File: src/hdl/bpeg_pkg.sv
// Shared constants and types for the block peak envelope gate.
// No dependencies; imported by every module of the block.
`timescale 1ns / 1ps

package bpeg_pkg;

   // Default widths
   localparam int SAMPLE_BITS_DEF = 24;
   localparam int COEFF_BITS_DEF  = 16;
   localparam int TRACK_BITS      = 16;

   // Register indexes on the CSR port
   localparam int CSR_INDEX_BITS   = 2;
   localparam logic [CSR_INDEX_BITS-1:0] CSR_GATE_THRESHOLD = 2'd0;
   localparam logic [CSR_INDEX_BITS-1:0] CSR_ATTACK_COEFF   = 2'd1;
   localparam logic [CSR_INDEX_BITS-1:0] CSR_RELEASE_COEFF  = 2'd2;
   localparam logic [CSR_INDEX_BITS-1:0] CSR_SOURCE_TRACK   = 2'd3;

   // Reset threshold is 838861 in Q1.23 (about 0.1), rescaled to the level width
   localparam longint THRESH_RESET_Q23 = 838861;
   localparam int     THRESH_REF_BITS  = 24;
   localparam logic [TRACK_BITS-1:0] TRACK_RESET = '1;

   // Peak queue between front and back
   localparam int QUEUE_DEPTH = 4;
   localparam int QPTR_BITS   = $clog2(QUEUE_DEPTH);
   localparam int QCNT_BITS   = $clog2(QUEUE_DEPTH + 1);

   typedef struct packed {
      logic full;
      logic empty;
   } q_status_type;

endpackage

File: src/hdl/bpeg_queue.sv
// Short FIFO of finished block peaks between front and back.
// Depends on bpeg_pkg (depth constants, status struct).
`timescale 1ns / 1ps

module bpeg_queue #(
   parameter int SAMPLE_BITS = 24
) (
   input  logic                   clock,
   input  logic                   reset,
   input  logic                   push,
   input  logic [SAMPLE_BITS-1:0] push_peak,
   input  logic                   pop,
   output logic [SAMPLE_BITS-1:0] head_peak,
   output bpeg_pkg::q_status_type q_status
);
   import bpeg_pkg::*;

   logic [SAMPLE_BITS-1:0] entry_ff [QUEUE_DEPTH];
   logic [QPTR_BITS-1:0]   wr_ptr_ff, wr_ptr_in;
   logic [QPTR_BITS-1:0]   rd_ptr_ff, rd_ptr_in;
   logic [QCNT_BITS-1:0]   count_ff, count_in;
   logic                   do_push, do_pop;

   assign q_status.full  = (count_ff == QCNT_BITS'(QUEUE_DEPTH));
   assign q_status.empty = (count_ff == '0);
   assign head_peak      = entry_ff[rd_ptr_ff];

   assign do_push = push && !q_status.full;
   assign do_pop  = pop && !q_status.empty;

   // pointer and fill count update
   always_comb begin
      wr_ptr_in = wr_ptr_ff;
      rd_ptr_in = rd_ptr_ff;
      count_in  = count_ff;
      if (do_push) begin
         wr_ptr_in = (wr_ptr_ff == QPTR_BITS'(QUEUE_DEPTH - 1)) ? '0 : wr_ptr_ff + 1'b1;
      end
      if (do_pop) begin
         rd_ptr_in = (rd_ptr_ff == QPTR_BITS'(QUEUE_DEPTH - 1)) ? '0 : rd_ptr_ff + 1'b1;
      end
      if (do_push && !do_pop) begin
         count_in = count_ff + 1'b1;
      end else if (do_pop && !do_push) begin
         count_in = count_ff - 1'b1;
      end
   end

   always_ff @(posedge clock) begin
      if (reset) begin
         wr_ptr_ff <= '0;
         rd_ptr_ff <= '0;
         count_ff  <= '0;
      end else begin
         wr_ptr_ff <= wr_ptr_in;
         rd_ptr_ff <= rd_ptr_in;
         count_ff  <= count_in;
      end
   end

   // storage, no reset needed
   always_ff @(posedge clock) begin
      if (do_push) begin
         entry_ff[wr_ptr_ff] <= push_peak;
      end
   end

endmodule

File: config.mk
export PLATFORM = sky130hd
export DESIGN_NAME = bpeg_queue
export DESIGN_NICKNAME = d
export VERILOG_FILES = /design/src/hdl/bpeg_pkg.sv /design/src/hdl/bpeg_queue.sv
export SDC_FILE = /design/constraint.sdc
export NUM_CORES = 1
export LEC_CHECK = 0
export BUFFER_PORTS_ARGS = -buffer_cell sky130_fd_sc_hd__buf_2
export CAP_MARGIN = 20
export CORE_MARGIN = 2
export CORE_UTILIZATION = 51
export DETAILED_ROUTE_END_ITERATION = 16
export PLACE_DENSITY_LB_ADDON = 0.2
export SLEW_MARGIN = 25
export SYNTH_ARGS = -nofsm -noshare
export SYNTH_HDL_FRONTEND = slang
export SYNTH_SLANG_ARGS = --single-unit
export TNS_END_PERCENT = 100
File: constraint.sdc
create_clock -name clock -period 2.1 [get_ports clock]
set_input_delay 0.315 -clock clock [delete_from_list [all_inputs] [get_ports clock]]
set_output_delay 0.315 -clock clock [all_outputs]
set_load 0.02 [all_outputs]
==> results_dict.tcl, run 1 <==
set metrics [dict create \
    grt_first_pass_wirelength_um 9570 \
    antenna_found_initial 0 \
    fp.dieH_um 92.0 \
    slew_viol_final 0 \
    syn-instance-count 176 \
    slowest_delay_ps 550 \
    worstSetupPathType "register to output pin" \
    final_common_cell "edfxtp_1" \
    cts_buffer_depth 2 \
    final_cell_area_um2 4610 \
    switching_power_mw 1.51 \
    swShare 0.294 \
    fin_nets 280 \
    path_max_fanout 13 \
    grt_max_degree 25 \
    synth-seq-cells 105 \
    routedWlPerCell_um 17.5 \
    cts_made_buffers 9 \
    synth_area_um2 3950 \
    fin_skew_ps 9.45 \
    critPathTopFamily "multiplexers" \
    cp-start-kind "register" \
    netlist.area_leader.share 0.729 \
    vdd_drop_max_v 0.000766 \
    synth_fp_nets 211 \
    pwr-share-seq 0.507 \
    placed_cell_area_um2 4410 \
    cts.clk_slew.worst_paths_ps 90 \
    fp-row-count 32 \
    synth_area_leaders "edfxtp_1 (73%), mux4_2 (14%), dfxtp_1 (4.6%), ha_1 (1.9%), and3_2 (0.76%)" \
    cts_max_level 3 \
    area_growth_pct 16.6 \
    core_area_um2 7610 \
    maxCapViolCount 0 \
    start_util 0.520 \
    die-area_um2 8470 \
    setup_viol 0 \
    rsz0062_at_grt "false" \
    drive_gt1_frac 0.476 \
    period_share 0.948 \
    drc 0 \
    hpwlAfterDp_um 3800 \
    synth_adder_area_share 0.0241 \
    powerDensity_nw_per_um2 1120 \
    timing.fmax_mhz 503 \
    critPathArrivalTime_ps 1670 \
    setup.worst_path.end_class "output pin" \
    diodes 0 \
    crit_slowest_cell "mux4_2" \
    synth_warnings 0 \
    drt_iter0_markers 94 \
    synth_xor_area_frac 0.00443 \
    synth_compound_area_frac 0.0127 \
    clk_latency_ps 350 \
    outcome "finished clean" \
    path_buf_inv 2 \
    vias 1853 \
    yosysTopAreaCell "edfxtp_1" \
    synth-simple-area-share 0.0237 \
    hold_class "input pin to register" \
    p_comb_frac 0.287 \
    whs_ps 170 \
    first_pass_iters 4 \
    n_fill_cell 575 \
    clock_sinks 105 \
    dieWidth_um 92.0 \
    final_cell_mix "edfxtp_1 (96), buf_2 (53), mux4_2 (24)" \
    p_clk_frac 0.206 \
    crit_chain "buf_4 > mux4_2 > buf_2" \
    p_leak_nw 1.60 \
    worstMarginPinSlew_ps 661 \
    crit_required_ps 1780 \
    grt_overflow 0 \
    routed_wl_um 6170 \
    gp_routability_congestion 0.704 \
    synth_top_family_by_area "multiplexers" \
    period_needed_ps 1990 \
    synthMuxAreaShare 0.142 \
    synth_area_per_cell_um2 22.5 \
    slew-limit-headroom 0.560 \
    p_int_mw 3.64 \
    port-buffer-count 53 \
    grt_pass1_vias 1892 \
    cts_root_buffer "clkbuf_8" \
    ys_seq_area_frac 0.775 \
    tritoncts "built" \
    vias_per_cell 5.26 \
    finalHoldViolations 0 \
    grt_util_all_layers 0.155 \
    final_antenna_net_count 0 \
    synthDistinctLibCells 27 \
    num_io_pins 54 \
]
[through the flow]
| step | instances | power (mW) | TNS, ps | utilization | setup WS, ps |
|---|---|---|---|---|---|
| after global routing | 352 | 5.42 | 0 | 0.606 | 14.2 |
| final | 352 | 5.15 | 0 | 0.606 | 110 |
| after CTS | 351 | 5.19 | 0 | 0.603 | 30.6 |
| after detailed placement | 335 | 4.11 | -49.5 | 0.579 | -49.5 |
| after floorplan | 176 | 3.65 | 0 | - | 1.88 |
| after global placement | 335 | 4.10 | 0 | 0.579 | 9.51 |
[path summary, 6_finish.rpt]
path	startpoint	end	slack, ps	cells after the start
min reg2reg	rd_ptr_ff[0]$_SDFFE_PP0P_	register	510	2
max reg2reg	count_ff[2]$_SDFFE_PP0P_	count_ff[2]$_SDFFE_PP0P_	150	9
min	push_peak[23]	entry_ff[0][23]$_DFFE_PP_	170	1
max	register	head_peak[12]	110	3
[timing repair]
item | in CTS | in global routing
hold endpoints to repair | 0 | 0
buffers inserted | 0 | 1
hold buffers | 0 | 0
endpoints found under the setup margin | 1 | 1
pin swaps | 1 | 2
resized for setup | 3 | 3
[cell type report]
class,instances,area (um2),area share
Clock inverter,5,31.3,0.00679
Tap cell,102,128,0.0277
Inverter,5,31.3,0.00679
Multi-Input combinational cell,58,856,0.186
Clock buffer,11,131,0.0285
Sequential cell,105,3070,0.666
Timing Repair Buffer,66,363,0.0787
[power by group through the flow]
stage / registers [mW] / logic (mW) / clock network, mW
floorplan: 2.64 / 1.01 / 0
global placement: 2.65 / 1.45 / 0
detailed placement: 2.66 / 1.46 / 0
CTS: 2.61 / 1.48 / 1.10
global route: 2.63 / 1.60 / 1.18
finish: 2.61 / 1.48 / 1.06
[routing by layer]
layer  wire (um)  up-vias  global-route usage
met5           0        -                   0
met4          98        0              0.0709
met3         227       10              0.0312
met2        3230       41               0.263
met1        2610      945               0.195
li1            -      857                   -
[worst register-to-register path: cells and delay by family, from the launching register on]
kind	cells	cell delay, ps
AND/OR/NAND/NOR	3	730
adder cells (fa/ha/maj)	2	470
flip-flops	1	310
XOR/XNOR	1	170
AO/OA/AOI/OAI	1	110
buffers and inverters	2	100
[synth_stat cells]
library cell and instances:
inv_1 4, mux2i_1 2, or3b_1 1, nor2_1 3, dfxtp_1 9, xor2_1 2
buf_2 3, edfxtp_1 96, nor3_1 2, clkinv_4 1, fa_1 1, o31ai_2 2
o21ai_1 1, mux4_2 24, or3_1 1, ha_1 6, or3_2 1, buf_6 1
nand3_1 2, nand2_1 1, o21ai_0 1, clkbuf_1 1, and3_2 4, a21oi_1 3
nor2_2 1, buf_4 2, buf_1 1
[flip-flops by register name (all words and copies together) (netlist names), named ones only]
signal	flops
rd_ptr_ff	2
entry_ff	96
wr_ptr_ff	2
count_ff	3
[cells by family after synthesis]
group                    Yosys count
XOR/XNOR                           2
multiplexers                      26
adder cells (fa/ha/maj)            7
AO/OA/AOI/OAI                      7
buffers and inverters             13
flip-flops                       105
AND/OR/NAND/NOR                   16
(Power assumes the default switching activity.)
==> run 2, diff against run 1 <==
--- a/config.mk
+++ b/config.mk
@@ -10,6 +10,7 @@
 export CORE_MARGIN = 2
 export CORE_UTILIZATION = 51
 export DETAILED_ROUTE_END_ITERATION = 16
+export MAX_ROUTING_LAYER = met4
 export PLACE_DENSITY_LB_ADDON = 0.2
 export SLEW_MARGIN = 25
 export SYNTH_ARGS = -nofsm -noshare
==> run 2 against run 1 <==
  * Combinational power about the same
  * Global-route usage is 0.45 points higher
  * Register-to-register slack is essentially flat
  * Sequential cell count stayed put
  * Sequential power about the same
  * Fmax unchanged
  * Non-clock buffer count is the same
  * Critical endpoint unchanged
  * Largest cell class unchanged
  * Largest power group unchanged
==> results_dict.tcl, run 2 (synthesis gave the netlist of run 1 again) <==
set metrics [dict create \
    finalHoldViolations 0 \
    path_max_fanout 13 \
    maxCapViolCount 0 \
    timing.final.ws_setup_ps 110 \
    largest-register "entry_ff" \
    critPathArrivalTime_ps 1670 \
    setup.worst_path.end_class "output pin" \
    final_antenna_net_count 0 \
    tritoncts "built" \
    final_common_cell "edfxtp_1" \
    drt_iter0_markers 104 \
    drive_gt1_frac 0.476 \
    setup_viol 0 \
    p_leak_nw 1.60 \
    grt_pass1_vias 1893 \
    fin_skew_ps 9.22 \
    cts_buffer_depth 2 \
    rsz0062_at_grt "false" \
    clock_sinks 105 \
    grt_overflow 0 \
    outcome "finished clean" \
    ctsHoldBuffers 0 \
    final_cell_mix "edfxtp_1 (96), buf_2 (53), mux4_2 (24)" \
    fp-row-count 32 \
    cts.clk_slew.worst_paths_ps 90 \
    pre_cts_slack_ps -49.5 \
    vdd_drop_max_v 0.000767 \
    cp-start-kind "register" \
    route.top_layer_used "met4" \
    port-buffer-count 53 \
    first_pass_iters 4 \
    cts_root_buffer "clkbuf_8" \
    routedWlPerCell_um 17.5 \
    gp_routability_congestion 0.712 \
    core_area_um2 7610 \
    dieWidth_um 92.0 \
    placed_cell_area_um2 4410 \
    met1Wirelength_um 2600 \
    clk_latency_ps 350 \
    num_io_pins 54 \
    worstMarginPinSlew_ps 657 \
    final_cell_area_um2 4610 \
    period_share 0.948 \
    start_util 0.520 \
    period_needed_ps 1990 \
    grt_max_degree 25 \
    cts_max_level 3 \
    top_regs "entry_ff x96, count_ff x3" \
    grt_first_pass_wirelength_um 9570 \
    routed_wl_um 6150 \
    antenna_found_initial 0 \
    path_buf_inv 2 \
    fp.dieH_um 92.0 \
    timing.fmax_mhz 503 \
    crit_slowest_cell "mux4_2" \
    slew-limit-headroom 0.562 \
    slew_viol_final 0 \
    hpwlAfterDp_um 3800 \
    met3WireLength_um 225 \
    drc 0 \
    largest_register_ffs 96 \
    vias_per_cell 5.24 \
    power_mw 5.15 \
    hold_class "input pin to register" \
    crit_chain "buf_4 > mux4_2 > buf_2" \
    cts_made_buffers 9 \
    fin_nets 280 \
    die-area_um2 8470 \
    diodes 0 \
    vias 1846 \
    slowest_delay_ps 550 \
    critPathTopFamily "multiplexers" \
    area_growth_pct 16.6 \
    grt_util_all_layers 0.160 \
    powerDensity_nw_per_um2 1120 \
    wl_met2_um 3230 \
    worstSetupPathType "register to output pin" \
    crit_required_ps 1780 \
]
run 2: cell counts in the layout (fill, tap and decap cells not counted):
Identical to the previous run, type by type.
run 2: final timing paths:
check / startpoint / end / slack (ps) / depth (start not counted)
setup / recovery: register / head_peak[12] / 110 / 3
hold / removal: push_peak[23] / entry_ff[0][23]$_DFFE_PP_ / 170 / 1
setup reg to reg: count_ff[2]$_SDFFE_PP0P_ / count_ff[2]$_SDFFE_PP0P_ / 150 / 9
hold reg to reg: rd_ptr_ff[0]$_SDFFE_PP0P_ / register / 510 / 2
run 2: per-stage QoR:
| stage | hold WS, ps | instances | utilization | setup TNS (ps) |
|---|---|---|---|---|
| 6_report | 170 | 352 | 0.606 | 0 |
| 5_1_grt | 149 | 352 | 0.606 | 0 |
| 4_1_cts | 155 | 351 | 0.603 | 0 |
| 3_5_place_dp | 523 | 335 | 0.579 | -49.5 |
| 3_3_place_gp | 485 | 335 | 0.579 | 0 |
| 2_1_floorplan | 414 | 176 | - | 0 |
run 2: cell type report:
type | count | area, um2
clock buffer | 11 | 131
clock inverter | 5 | 31.3
fill | 575 | 3000
inverter | 5 | 31.3
multi-input combinational | 58 | 856
sequential | 105 | 3070
tap | 102 | 128
timing repair buffer | 66 | 363
run 2: repair_timing:
action | CTS | global route
setup endpoints to repair | 1 | 1
pin swaps | 1 | 2
resized for setup | 3 | 3
setup buffers | 0 | 1
run 2: power by group:
group | leakage, nW | switching, mW | total, mW | internal, mW
clock network | 0.0851 | 0.631 | 1.06 | 0.431
logic | 0.562 | 0.811 | 1.48 | 0.669
registers | 0.955 | 0.0713 | 2.61 | 2.54
total | 1.60 | 1.51 | 5.15 | 3.64
run 2: worst reg2reg max path, delay by kind of cell (launching register included):
kind	cells	cell delay [ps]
buffers and inverters	2	100
adders and majority gates	2	470
AOI/OAI and AO/OA	1	110
and+or+nand+nor	3	730
DFF	1	310
xor gates and xnor gates	1	170
run 2: per-layer routing:
layer | global-route usage | vias to the layer above
met1 | 0.195 | 940
met5 | - | -
met4 | 0.0709 | 0
li1 | - | 857
met3 | 0.0312 | 10
met2 | 0.263 | 39
