### config.mk
export PLATFORM = sky130hd
export DESIGN_NAME = bpeg_front
export DESIGN_NICKNAME = d
export VERILOG_FILES = /design/src/hdl/bpeg_pkg.sv /design/src/hdl/bpeg_front.sv
export SDC_FILE = /design/constraint.sdc
export NUM_CORES = 1
export LEC_CHECK = 0
export BUFFER_PORTS_ARGS = -buffer_cell sky130_fd_sc_hd__clkbuf_2
export CORE_ASPECT_RATIO = 1.25
export CORE_MARGIN = 4
export CORE_UTILIZATION = 34
export DETAILED_ROUTE_END_ITERATION = 6
export HOLD_SLACK_MARGIN = 0.02
export PLACE_DENSITY_LB_ADDON = 0.05
export SLEW_MARGIN = 20
export SYNTH_ARGS = -nofsm -noshare
export SYNTH_HDL_FRONTEND = slang
export SYNTH_SLANG_ARGS = --single-unit
### constraint.sdc
create_clock -name clock -period 6 [get_ports clock]
set_input_delay 1.2 -clock clock [delete_from_list [all_inputs] [get_ports clock]]
set_output_delay 1.2 -clock clock [all_outputs]
set_load 0.05 [all_outputs]
### src/hdl/bpeg_pkg.sv
// Shared constants and types for the block peak envelope gate.
// No dependencies; imported by every module of the block.
`timescale 1ns / 1ps

package bpeg_pkg;

   // Default widths
   localparam int SAMPLE_BITS_DEF = 24;
   localparam int COEFF_BITS_DEF  = 16;
   localparam int TRACK_BITS      = 16;

   // Register indexes on the CSR port
   localparam int CSR_INDEX_BITS   = 2;
   localparam logic [CSR_INDEX_BITS-1:0] CSR_GATE_THRESHOLD = 2'd0;
   localparam logic [CSR_INDEX_BITS-1:0] CSR_ATTACK_COEFF   = 2'd1;
   localparam logic [CSR_INDEX_BITS-1:0] CSR_RELEASE_COEFF  = 2'd2;
   localparam logic [CSR_INDEX_BITS-1:0] CSR_SOURCE_TRACK   = 2'd3;

   // Reset threshold is 838861 in Q1.23 (about 0.1), rescaled to the level width
   localparam longint THRESH_RESET_Q23 = 838861;
   localparam int     THRESH_REF_BITS  = 24;
   localparam logic [TRACK_BITS-1:0] TRACK_RESET = '1;

   // Peak queue between front and back
   localparam int QUEUE_DEPTH = 4;
   localparam int QPTR_BITS   = $clog2(QUEUE_DEPTH);
   localparam int QCNT_BITS   = $clog2(QUEUE_DEPTH + 1);

   typedef struct packed {
      logic full;
      logic empty;
   } q_status_type;

endpackage

### src/hdl/bpeg_front.sv
// Front end: accepts samples, tracks the running block peak, queues it at block end.
// Depends on bpeg_pkg (queue status struct).
`timescale 1ns / 1ps

module bpeg_front #(
   parameter int SAMPLE_BITS = 24
) (
   input  logic                          clock,
   input  logic                          reset,
   input  logic                          req_valid,
   output logic                          req_stall,
   input  logic signed [SAMPLE_BITS-1:0] req_sample,
   input  logic                          req_block_end,
   input  bpeg_pkg::q_status_type        q_status,
   output logic                          push,
   output logic [SAMPLE_BITS-1:0]        push_peak
);
   import bpeg_pkg::*;

   logic [SAMPLE_BITS-1:0] peak_ff, peak_in;
   logic [SAMPLE_BITS-1:0] raw;
   logic [SAMPLE_BITS-1:0] mag;
   logic [SAMPLE_BITS-1:0] peak_now;
   logic                   accept;

   // stall only while the queue has no room
   assign req_stall = q_status.full;
   assign accept    = req_valid && !req_stall;

   // magnitude; the most negative sample maps to 2^(N-1), which still fits
   assign raw      = $unsigned(req_sample);
   assign mag      = raw[SAMPLE_BITS-1] ? (~raw + 1'b1) : raw;
   assign peak_now = (mag > peak_ff) ? mag : peak_ff;

   assign push      = accept && req_block_end;
   assign push_peak = peak_now;

   // running peak, cleared once the block is queued
   always_comb begin
      peak_in = peak_ff;
      if (accept) begin
         peak_in = req_block_end ? '0 : peak_now;
      end
   end

   always_ff @(posedge clock) begin
      if (reset) begin
         peak_ff <= '0;
      end else begin
         peak_ff <= peak_in;
      end
   end

endmodule

==> summary.md, run 1 <==
| Metric | Value |
|---|---|
| Hold Buf Count CTS | 0 |
| Port bufs | 54 |
| Die width | 78.7 um |
| Num CTS Buffers | 3 |
| Min-Delay Path Depth | 1 |
| Congestion Overflow GR | 0 |
| Violated checks | negative setup slack |
| Biggest register | peak_ff |
| R2r startpoint | peak_ff[23] |
| Area fraction of the dominant cell type after synthesis | 0.226 |
| Fillcell total | 534 |
| Synth Instances | 271 |
| Largest cells by area after synthesis | dfxtp_1, ha_1, a22o_1, a21oi_1, xnor2_1 |
| Via/cell ratio | 5.03 |
| Final min period | 6.18 ns |
| Area grow syn2layout | 70.4% |
| Global-route wire length before repair | 10200 um |
| Setup ws final | -0.178 ns |
| Fin crit share | 1.03 |
| Post-synth cell types | 40 |
| CP Max Fanout | 9 |
| CP Class | input port to output pin |
| Clock Latency Late Sink | 0.27 ns |
| Sw Ratio | 0.434 |
| Register area share after synthesis | 0.226 |
| Antenna diodes | 0 |
| Worst Setup End Kind | output pin |
| Synth warn | 0 |
| Placeable Area | 0.00593 sq mm |
| WL per Instance | 13.8 um |
| Yosys top cell by area | dfxtp_1 |
| Drt initial violations | 46 |
| Final nets | 424 |
| Final Max Tran Viols | 0 |
| Final setup fails | 24 |
| Layout cells sized above 1 | 0.440 |
| Pint | 485 uW |
| Vias in the first global route | 2237 |
| Largest net degree at the start of global routing | 24 |
| VDD IR max | 137 uV |
| Final Routed Wirelength | 6200 um |
| Antenna-violating nets left | 0 |
| Max Root-Sink Buffers | 2 |
| Boundary Pins | 56 |
| Root Buffer | clkbuf_8 |
| Setup Skew | 0.00825 ns |
| Syn nets | 326 |
| Worst Max-Slew Pin Slew | 0.984 ns |
| Async set-reset flop share out of synthesis | 0 |
| R2R cell count | 11 |
| Max reg flops | 24 |
| Pwr Total | 856 uW |
| Row count | 31 |
| Post-synth EDFFs | 0 |
| Run status | finished with violations |
| Hold path endpoint | peak_ff[9] |
| DR pass1 iterations | 4 |
| CTS H-tree lvls | 1 |
| Overall Global Routing Usage | 0.166 |
| Max-slew headroom | 0.341 |
| Sink Count | 24 |
| Vias | 2263 |
| CTS tree | built |
| Max Freq | 162 MHz |
| Top FF cell, synth | dfxtp_1 |
| Net Sw Power | 371 uW |
| RSZ-0062 raised after global routing | true |
| DRC errors left | 0 |
| WHS | 0.482 ns |
| Die Span Y | 96.4 um |
| HP Start | peak_ff[9] |
| Final Wtd Congestion | 0.816 |
| CP Launch Type | input port |
| Synth Area per Inst | 7.84 sq um |
| DP Area | 0.00326 sq mm |
| Reg clk slew, reported paths | 0.09 ns |
| Worst EP arrival | 4.98 ns |
| Logic pwr share | 0.667 |
| Worst reg2reg setup slack | 3.09 ns |
| Pwr Density | 237 mW/mm^2 |
| Die footprint | 0.00759 sq mm |
| Initial core utilization | 0.358 |
| Fin. Hold Viols | 0 |
| Worst r2r dst | peak_ff[17] |
| Worst hold path class | register to register |
| Clock Power Share | 0.134 |
| Detail Placement HPWL | 4780 um |
| Antenna violations before repair | 0 |
| Biggest registers after layout | peak_ff: 24 flops |
| Setup Total Neg Slack | -3.57 ns |
| Leak pwr | 0.00150 uW |
| Post-Synthesis Cell Area | 0.00212 sq mm |
| Post-route cell area | 0.00362 sq mm |
| #FFs+latches synth | 24 |
| Finished Core Util | 0.610 |
| Maxcap violations | 0 |
| Part of the power in registers | 0.199 |
| Critical Path RT | 4.80 ns |
worst max-delay path: stages:
cell and delay [ns]:
buf_6 0.09, or4_4 0.54, or4_4 0.45, or3_4 0.42, o21ai_4 0.18, xnor2_2 0.08, ha_1 0.28, nand4_1 0.23
nor4_4 0.36, a2111oi_2 0.11, and3_1 0.24, a21o_4 0.29, buf_6 0.18, o21ai_2 0.18, buf_12 0.15
layout make-up:
type                            instances  area [sq um]  area share
Clock buffer                            4          55.1      0.0152
Inverter                               32           120      0.0332
Multi-Input combinational cell        204          1830       0.505
Sequential cell                        24           480       0.133
Tap cell                               82           103      0.0283
Timing Repair Buffer                  104          1030       0.286
worst max-delay path by stage:
| stage | from | slack, ns | to |
|---|---|---|---|
| finish | req_sample[8] | -0.18 | push_peak[2] |
| global route | req_sample[8] | -0.34 | push_peak[2] |
| CTS | req_sample[8] | -0.17 | push_peak[10] |
| detailed placement | req_sample[4] | -0.37 | push_peak[1] |
| global placement | req_sample[4] | -0.34 | push_peak[1] |
| floorplan | req_sample[8] | 0.001 | push_peak[10] |
Yosys cell counts (2+ instances only):
cell,count
nor2_1,23
xor2_1,7
o21ai_0,13
nor4_1,3
or3_1,2
o31ai_1,4
dfxtp_1,24
nand3_1,2
or4_4,2
a22o_1,23
nor3_1,4
buf_2,4
o21ai_2,2
mux2_2,5
inv_1,32
nand2_1,19
nand4_1,5
xnor2_1,14
clkbuf_1,7
ha_1,25
or4_1,2
o211ai_1,2
nor2b_1,3
a21oi_1,28
repair_timing:
action,in CTS,in global routing
pin swaps,5,7
gates resized for setup,35,23
endpoints found under the hold margin,0,0
buffers inserted,2,3
endpoints found under the setup margin,24,24
gates cloned,1,2
power by group through the flow:
stage / clock (uW) / sequential [uW] / combinational [uW]
2_1_floorplan: 0 / 173 / 310
3_3_place_gp: 0 / 173 / 514
3_5_place_dp: 0 / 174 / 518
4_1_cts: 121 / 170 / 549
5_1_grt: 126 / 171 / 606
6_report: 115 / 170 / 571
placed cells by master (no fill, tap or decap), drive strengths merged, types with 7 or more instances in the layout:
cell type and n:
a22o 23, dfxtp 24, clkbuf 37, inv 32, o21ai 15, xnor2 14
nor2 23, xor2 7, a21oi 28, buf 71, nand2 19, ha 25
cells by family (layout without fill, tap and decap cells):
family,after synthesis,count (layout),synth area share
XOR/XNOR,21,21,0.0866
multiplexers,6,6,0.0312
buffers and inverters,44,140,0.0819
adder cells (fa/ha/maj),25,25,0.147
AO/OA/AOI/OAI,79,80,0.249
AND/OR/NAND/NOR,72,72,0.178
flip-flops,24,24,0.226
metrics by stage:
stage	worst slack, ns	cells
floorplan	0.00122	271
CTS	-0.171	445
global placement	-0.335	438
finish	-0.178	450
global route	-0.336	450
detailed placement	-0.372	438
routing by layer:
| metal | global-route usage | up-vias | wire length (um) |
|---|---|---|---|
| li1 | - | 1169 | - |
| met1 | 0.209 | 1049 | 2900 |
| met2 | 0.302 | 43 | 3060 |
| met4 | 0.0408 | 0 | 35 |
| met5 | 0 | - | 0 |
| met3 | 0.0167 | 2 | 214 |
No activity file was read; power rests on OpenSTA's default activity.
==> run 2: changes to the inputs <==
- CORE_UTILIZATION: 34 -> 44
==> run 2 against run 1 <==
- total power increased by 2.6%
- non-clock buffer count up 13
- sequential power barely moved
- via count rose by 6.3%
- global-route usage rose by 5.6 points
- setup slack lost 0.058 ns
- the flow still finishes with violations (negative setup slack)
- register-to-register slack lost 0.27 ns
- critical endpoint is now push_peak[8]
- clock power down 13%
- combinational power increased by 6.5%
==> summary.md, run 2 (synthesized netlist as in run 1, its figures left out) <==
| Metric | Value |
|---|---|
| Most common cell after layout, fill and taps aside | buf_4 (unchanged) |
| Sink Count | 24 (unchanged) |
| Maxcap violations | 0 (unchanged) |
| Final min period | 6.24 ns (was 6.18 ns) |
| Antenna diodes | 0 (unchanged) |
| CP Launch Type | input port (unchanged) |
| DRC errors left | 0 (unchanged) |
| Worst Max-Slew Pin Slew | 0.619 ns (was 0.984 ns) |
| Run status | finished with violations (unchanged) |
| Setup Skew | 0.00859 ns (was 0.00825 ns) |
| Fillcell total | 328 (was 534) |
| CTS tree | built (unchanged) |
| Pwr Density | 234 mW/mm^2 (was 237 mW/mm^2) |
| Commonest cells after routing, fill and taps aside | buf_4, inv_1, clkbuf_2 (unchanged) |
| Drt initial violations | 110 (was 46) |
| Setup Total Neg Slack | -4.44 ns (was -3.57 ns) |
| RSZ-0062 raised after global routing | true (unchanged) |
| Max Freq | 160 MHz (was 162 MHz) |
| Boundary Pins | 56 (unchanged) |
| Worst Setup End Kind | output pin (unchanged) |
| CP Capture Point | push_peak[8] (was push_peak[2]) |
| Congestion Overflow GR | 0 (unchanged) |
| Placeable Area | 0.00469 sq mm (was 0.00593 sq mm) |
| Fin cells | 440 (was 450) |
| VDD IR max | 170 uV (was 137 uV) |
| R2r startpoint | peak_ff[17] (was peak_ff[23]) |
| Antenna-violating nets left | 0 (unchanged) |
| Final Wtd Congestion | 0.795 (was 0.816) |
| Die width | 70.2 um (was 78.7 um) |
| Largest net degree at the start of global routing | 24 (unchanged) |
| Worst hold path class | register to register (unchanged) |
| Fin crit share | 1.04 (was 1.03) |
| Area grow syn2layout | 76.7% (was 70.4%) |
| CP Max Fanout | 8 (was 9) |
| Leak pwr | 0.00160 uW (was 0.00150 uW) |
| Row count | 28 (was 31) |
| Vias | 2406 (was 2263) |
| Max reg flops | 24 (unchanged) |
| Biggest registers after layout | peak_ff: 24 flops (unchanged) |
| Setup ws final | -0.236 ns (was -0.178 ns) |
| FF/Latch Area | 480 sq um (unchanged) |
| Layout cells sized above 1 | 0.479 (was 0.440) |
| Final Routed Wirelength | 6920 um (was 6200 um) |
| Violated checks | negative setup slack (unchanged) |
| Global-route wire length before repair | 10900 um (was 10200 um) |
| R2R cell count | 13 (was 11) |
| Die footprint | 0.00601 sq mm (was 0.00759 sq mm) |
| DP Area | 0.00318 sq mm (was 0.00326 sq mm) |
| HP Start | peak_ff[18] (was peak_ff[9]) |
| Multi-input gate area | 0.00190 sq mm (was 0.00183 sq mm) |
| Reg clk slew, reported paths | 0.08 ns (was 0.09 ns) |
| Antenna violations before repair | 0 (unchanged) |
| CP Class | input port to output pin (unchanged) |
| DR pass1 iterations | 4 (unchanged) |
| WL per Instance | 15.7 um (was 13.8 um) |
| Root Buffer | clkbuf_8 (unchanged) |
| Critical Path Source | req_sample[8] (unchanged) |
| Via/cell ratio | 5.47 (was 5.03) |
| Final setup fails | 24 (unchanged) |
| Worst reg2reg setup slack | 2.82 ns (was 3.09 ns) |
| Vias in the first global route | 2391 (was 2237) |
| Post-route cell area | 0.00375 sq mm (was 0.00362 sq mm) |
| Final Max Tran Viols | 0 (unchanged) |
| Initial core utilization | 0.453 (was 0.358) |
| Detail Placement HPWL | 4620 um (was 4780 um) |
| Overall Global Routing Usage | 0.222 (was 0.166) |
| Worst r2r dst | peak_ff[7] (was peak_ff[17]) |
| Dpl cells | 419 (was 438) |
| Clock Latency Late Sink | 0.27 ns (about the same) |
| WHS | 0.486 ns (was 0.482 ns) |
| Final nets | 437 (was 424) |
| Max Root-Sink Buffers | 2 (unchanged) |
| Die Span Y | 85.7 um (was 96.4 um) |
| CTS H-tree lvls | 1 (unchanged) |
| Worst EP arrival | 5.04 ns (was 4.98 ns) |
| Biggest register | peak_ff (unchanged) |
| Fin. Hold Viols | 0 (unchanged) |
| Port bufs | 54 (unchanged) |
| Hold Buf Count CTS | 0 (unchanged) |
| Max-slew headroom | 0.585 (was 0.341) |
| Num CTS Buffers | 3 (unchanged) |
| Critical Path RT | 4.80 ns (about the same) |
[run 2: critical path, cell delays in order]
cell       delay (ns)
buf_6            0.09
or4_4            0.54
or4_4            0.45
or3_4            0.41
o21ai_4          0.16
xnor2_2          0.09
ha_1             0.29
nand4_1          0.24
nor4_4           0.34
a2111oi_2        0.14
and3_4           0.23
a21o_4           0.28
clkbuf_16        0.19
buf_6            0.12
a21oi_4          0.13
buf_12           0.15
[run 2: cell type report]
class	count	area share
Clock buffer	3	0.0110
Inverter	32	0.0320
Multi-Input combinational cell	204	0.505
Sequential cell	24	0.128
Tap cell	60	0.0200
Timing Repair Buffer	117	0.304
[run 2: report_power, final]
group,internal [uW],switching (uW)
registers,166,4.87
logic,282,326
clock network,45.0,55.0
[run 2: worst min-delay path by stage]
stage / to / slack [ns] / depth (start not counted)
2_1_floorplan: peak_ff[10] / 0.44 / 1
3_3_place_gp: peak_ff[10] / 0.46 / 1
3_5_place_dp: peak_ff[1] / 0.46 / 1
4_1_cts: peak_ff[7] / 0.48 / 1
5_1_grt: peak_ff[14] / 0.50 / 1
6_report: peak_ff[18] / 0.49 / 1
[run 2: repair_timing]
item | in CTS | in global routing
gates resized for setup | 58 | 35
gates cloned | 2 | 1
setup buffers | 8 | 8
setup endpoints to repair | 24 | 24
pin swaps | 9 | 13
[run 2: stage by stage]
stage	power [uW]	setup slack, ns	utilization
2_1_floorplan	482	0.00122	-
3_3_place_gp	662	-0.352	0.678
3_5_place_dp	666	-0.398	0.678
4_1_cts	843	-0.199	0.759
5_1_grt	920	-0.361	0.800
6_report	879	-0.236	0.800
[run 2: layer usage]
layer | vias up | share of wire | global-route usage
li1 | 1190 | - | -
met5 | - | 0 | 0
met4 | 0 | 0.0079 | 0.0714
met3 | 4 | 0.036 | 0.0199
met1 | 1154 | 0.41 | 0.247
met2 | 58 | 0.55 | 0.438
==> run 3: changes to the inputs <==
- ABC_AREA: unset -> 1
- CORE_MARGIN: 4 -> 2
==> run 3 against run 2 <==
- the run now ends clean
- die area grew 14%
- synthesized area rose by 29%
- sequential power about the same
- sequential share of layout area increased by 2.7 points
- clock-buffer cell count unchanged
- wire length grew 3.7%
- worst hold slack got worse by 0.016 ns
- total power fell by 27%
- cell area decreased by 18%
- combinational power fell by 39%
- largest power group unchanged
==> summary.md, run 3 <==
| Metric | Value |
|---|---|
| Setup Skew | 0.00308 ns (was 0.00859 ns) |
| Vias in the first global route | 2612 (was 2391) |
| Largest cells by area after synthesis | nand2_1, dfxtp_1, ha_1, nand3_1, inv_1 (was dfxtp_1, ha_1, a22o_1, a21oi_1, xnor2_1) |
| Final Routed Wirelength | 7180 um (was 6920 um) |
| Overall Global Routing Usage | 0.221 (was 0.222) |
| Detail Placement HPWL | 5470 um (was 4620 um) |
| Via/cell ratio | 4.84 (was 5.47) |
| M2 GR Usage | 0.414 (was 0.438) |
| Maxcap violations | 0 (unchanged) |
| Num CTS Buffers | 3 (unchanged) |
| Worst EP arrival | 4.22 ns (was 5.04 ns) |
| Global-route wire length before repair | 12000 um (was 10900 um) |
| Most common cell in the netlist | nand2_1 (was inv_1) |
| Max-slew headroom | 0.622 (was 0.585) |
| Met3 Usage GRT | 0.0253 (was 0.0199) |
| Setup Total Neg Slack | 0 ns (was -4.44 ns) |
| Worst Setup End Kind | output pin (unchanged) |
| Largest family of logic cells by synthesized area | simple AND/OR/NAND/NOR gates (was compound AO/OA/AOI/OAI gates) |
| CTS resizes | 0 (was 58) |
| Fin. Hold Viols | 0 (unchanged) |
| Post-synth cell types | 26 (was 40) |
| Congestion Overflow GR | 0 (unchanged) |
| CTS H-tree lvls | 1 (unchanged) |
| Die footprint | 0.00687 sq mm (was 0.00601 sq mm) |
| DR pass1 iterations | 5 (was 4) |
| Biggest registers after layout | peak_ff: 24 flops (unchanged) |
| Compound-Gate Fraction of Synth Area | 0.0786 (was 0.249) |
| CP Launch Type | input port (unchanged) |
| Syn nets | 518 (was 326) |
| Synth top cells by count | nand2_1, inv_1, nand3_1, a21oi_1, nor2_1 (was inv_1, a21oi_1, ha_1, dfxtp_1) |
| RSZ-0062 raised after global routing | false (was true) |
| Antenna-violating nets left | 0 (unchanged) |
| Post-Synthesis Cell Area | 0.00274 sq mm (was 0.00212 sq mm) |
| WL per Instance | 12.1 um (was 15.7 um) |
| Drt initial violations | 112 (was 110) |
| Critical Path RT | 4.80 ns (about the same) |
| Die Span Y | 92.2 um (was 85.7 um) |
| Pwr Density | 207 mW/mm^2 (was 234 mW/mm^2) |
| Area fraction of the dominant cell type after synthesis | 0.200 (was 0.226) |
| Max Freq | 184 MHz (was 160 MHz) |
| Area grow syn2layout | 13.2% (was 76.7%) |
| Worst Max-Slew Pin Slew | 0.568 ns (was 0.619 ns) |
| Async set-reset flop share out of synthesis | 0 (unchanged) |
| Synth warn | 0 (unchanged) |
| Register area share after synthesis | 0.176 (was 0.226) |
| Hold Buf Count CTS | 0 (unchanged) |
| Final Max Tran Viols | 0 (unchanged) |
| Synth Area per Inst | 5.91 sq um (was 7.84 sq um) |
| Biggest register | peak_ff (unchanged) |
| Largest net degree at the start of global routing | 30 (was 24) |
| Synth Area in Adders | 0.114 (was 0.147) |
| Max Root-Sink Buffers | 2 (unchanged) |
| Sink Count | 24 (unchanged) |
| Final setup fails | 0 (was 24) |
| Clock Latency Late Sink | 0.27 ns (about the same) |
| VDD IR max | 129 uV (was 170 uV) |
| Placeable Area | 0.00609 sq mm (was 0.00469 sq mm) |
| Run status | finished, final reports clean (was finished with violations) |
| Synth Instances | 463 (was 271) |
| Top FF cell, synth | dfxtp_1 (unchanged) |
| Setup Buffers After CTS | 0 (was 8) |
| CTS tree | built (unchanged) |
| Xor/xnor share of the synthesized area | 0.0288 (was 0.0866) |
| Commonest cells after routing, fill and taps aside | nand2_1, inv_1, clkbuf_2 (was buf_4, inv_1, clkbuf_2) |
| Yosys top cell by area | nand2_1 (was dfxtp_1) |
| Most common cell after layout, fill and taps aside | nand2_1 (was buf_4) |
| Final min period | 5.42 ns (was 6.24 ns) |
| Die width | 74.5 um (was 70.2 um) |
| Row count | 32 (was 28) |
| Port bufs | 54 (unchanged) |
| Worst hold path class | register to register (unchanged) |
| GRT Max-Usage Layer | met2 (unchanged) |
| Root Buffer | clkbuf_8 (unchanged) |
| Leak pwr | 0.00154 uW (was 0.00160 uW) |
| HP Start | peak_ff[19] (was peak_ff[18]) |
| Final nets | 565 (was 437) |
| Fin crit share | 0.903 (was 1.04) |
| #FFs+latches synth | 24 (unchanged) |
| CP Class | input port to output pin (unchanged) |
| Final Wtd Congestion | 0.949 (was 0.795) |
| Max reg flops | 24 (unchanged) |
| Pwr Total | 640 uW (was 879 uW) |
| Antenna diodes | 0 (unchanged) |
| Layout cells sized above 1 | 0.142 (was 0.479) |
| Boundary Pins | 56 (unchanged) |
| Mux share of post-synthesis cell area | 0 (was 0.0312) |
| Post-Synth Simple-Gate Area | 0.483 (was 0.178) |
| Reg clk slew, reported paths | 0.09 ns (was 0.08 ns) |
| CP Max Fanout | 24 (was 8) |
| R2r startpoint | peak_ff[21] (was peak_ff[17]) |
| DRC errors left | 0 (unchanged) |
| Initial core utilization | 0.450 (was 0.453) |
| Vias | 2873 (was 2406) |
| Post-synth EDFFs | 0 (unchanged) |
| Critical Path Source | req_sample[0] (was req_sample[8]) |
| Antenna violations before repair | 0 (unchanged) |
| GRT met1 Usage | 0.265 (was 0.247) |
run 3: cell types whose count changed after synthesis, moves of 8 or more:
cell and change:
a22o_1 -23, nand3_1 +51, inv_1 +32, nand2_1 +127, and2_1 +23, nand3b_1 +12, xnor2_1 -14, nor2_1 +8
run 3: cells by family after synthesis:
logic type	count (synthesis)
AND/OR/NAND/NOR	283
buffers and inverters	80
AO/OA/AOI/OAI	42
adder cells (fa/ha/maj)	25
flip-flops	24
XOR/XNOR	9
run 3: worst max-delay path, stage by stage:
cell and delay [ns]:
clkbuf_2 0.08, inv_1 0.12, ha_1 0.21, nand2_1 0.13
nor2_4 0.18, nand3_1 0.09, nand2_1 0.13, xor2_1 0.31
inv_1 0.08, ha_1 0.27, nand2_1 0.07, nor2_1 0.13
nand4_1 0.09, nor2_1 0.09, nand2_1 0.09, nand3_4 0.15
nand2_4 0.22, nand2_1 0.15, and2_1 0.14, clkbuf_2 0.27
run 3: worst paths after layout:
kind                   endpoint  slack (ns)  cells after the start
setup / recovery  push_peak[11]        0.58                     20
hold / removal      peak_ff[19]        0.47                      2
setup reg to reg    peak_ff[18]        3.88                     11
hold reg to reg     peak_ff[19]        0.47                      2
run 3: layer usage:
metal / wire (um) / up-vias
met4: 71 / 0
li1: - / 1554
met5: 0 / -
met3: 156 / 4
met1: 3160 / 1274
met2: 3790 / 41
run 3: report_power, final:
part | switching, uW | total (uW) | leakage (uW) | internal (uW)
Clock | 55.3 | 100 | 0.0000216 | 45.0
Combinational | 267 | 370 | 0.00132 | 103
Sequential | 3.26 | 169 | 0.000195 | 166
run 3: through the flow:
step,setup WS [ns],hold slack [ns],util,area (sq um),std cells
6_report,0.580,0.469,0.509,3100,593
5_1_grt,0.264,0.487,0.509,3100,593
4_1_cts,0.517,0.472,0.509,3100,593
3_5_place_dp,0.515,0.457,0.502,3060,590
3_3_place_gp,0.560,0.453,0.502,3060,590
2_1_floorplan,1.20,0.439,-,2740,463
run 3: area by class of cell:
| class | count | area (sq um) |
|---|---|---|
| fillers | 668 | 2990 |
| well taps | 85 | 106 |
| clock buffers | 3 | 41.3 |
| inverters | 64 | 240 |
| flip-flops and latches | 24 | 480 |
| repair buffers | 58 | 300 |
| multi-input cells | 359 | 1930 |
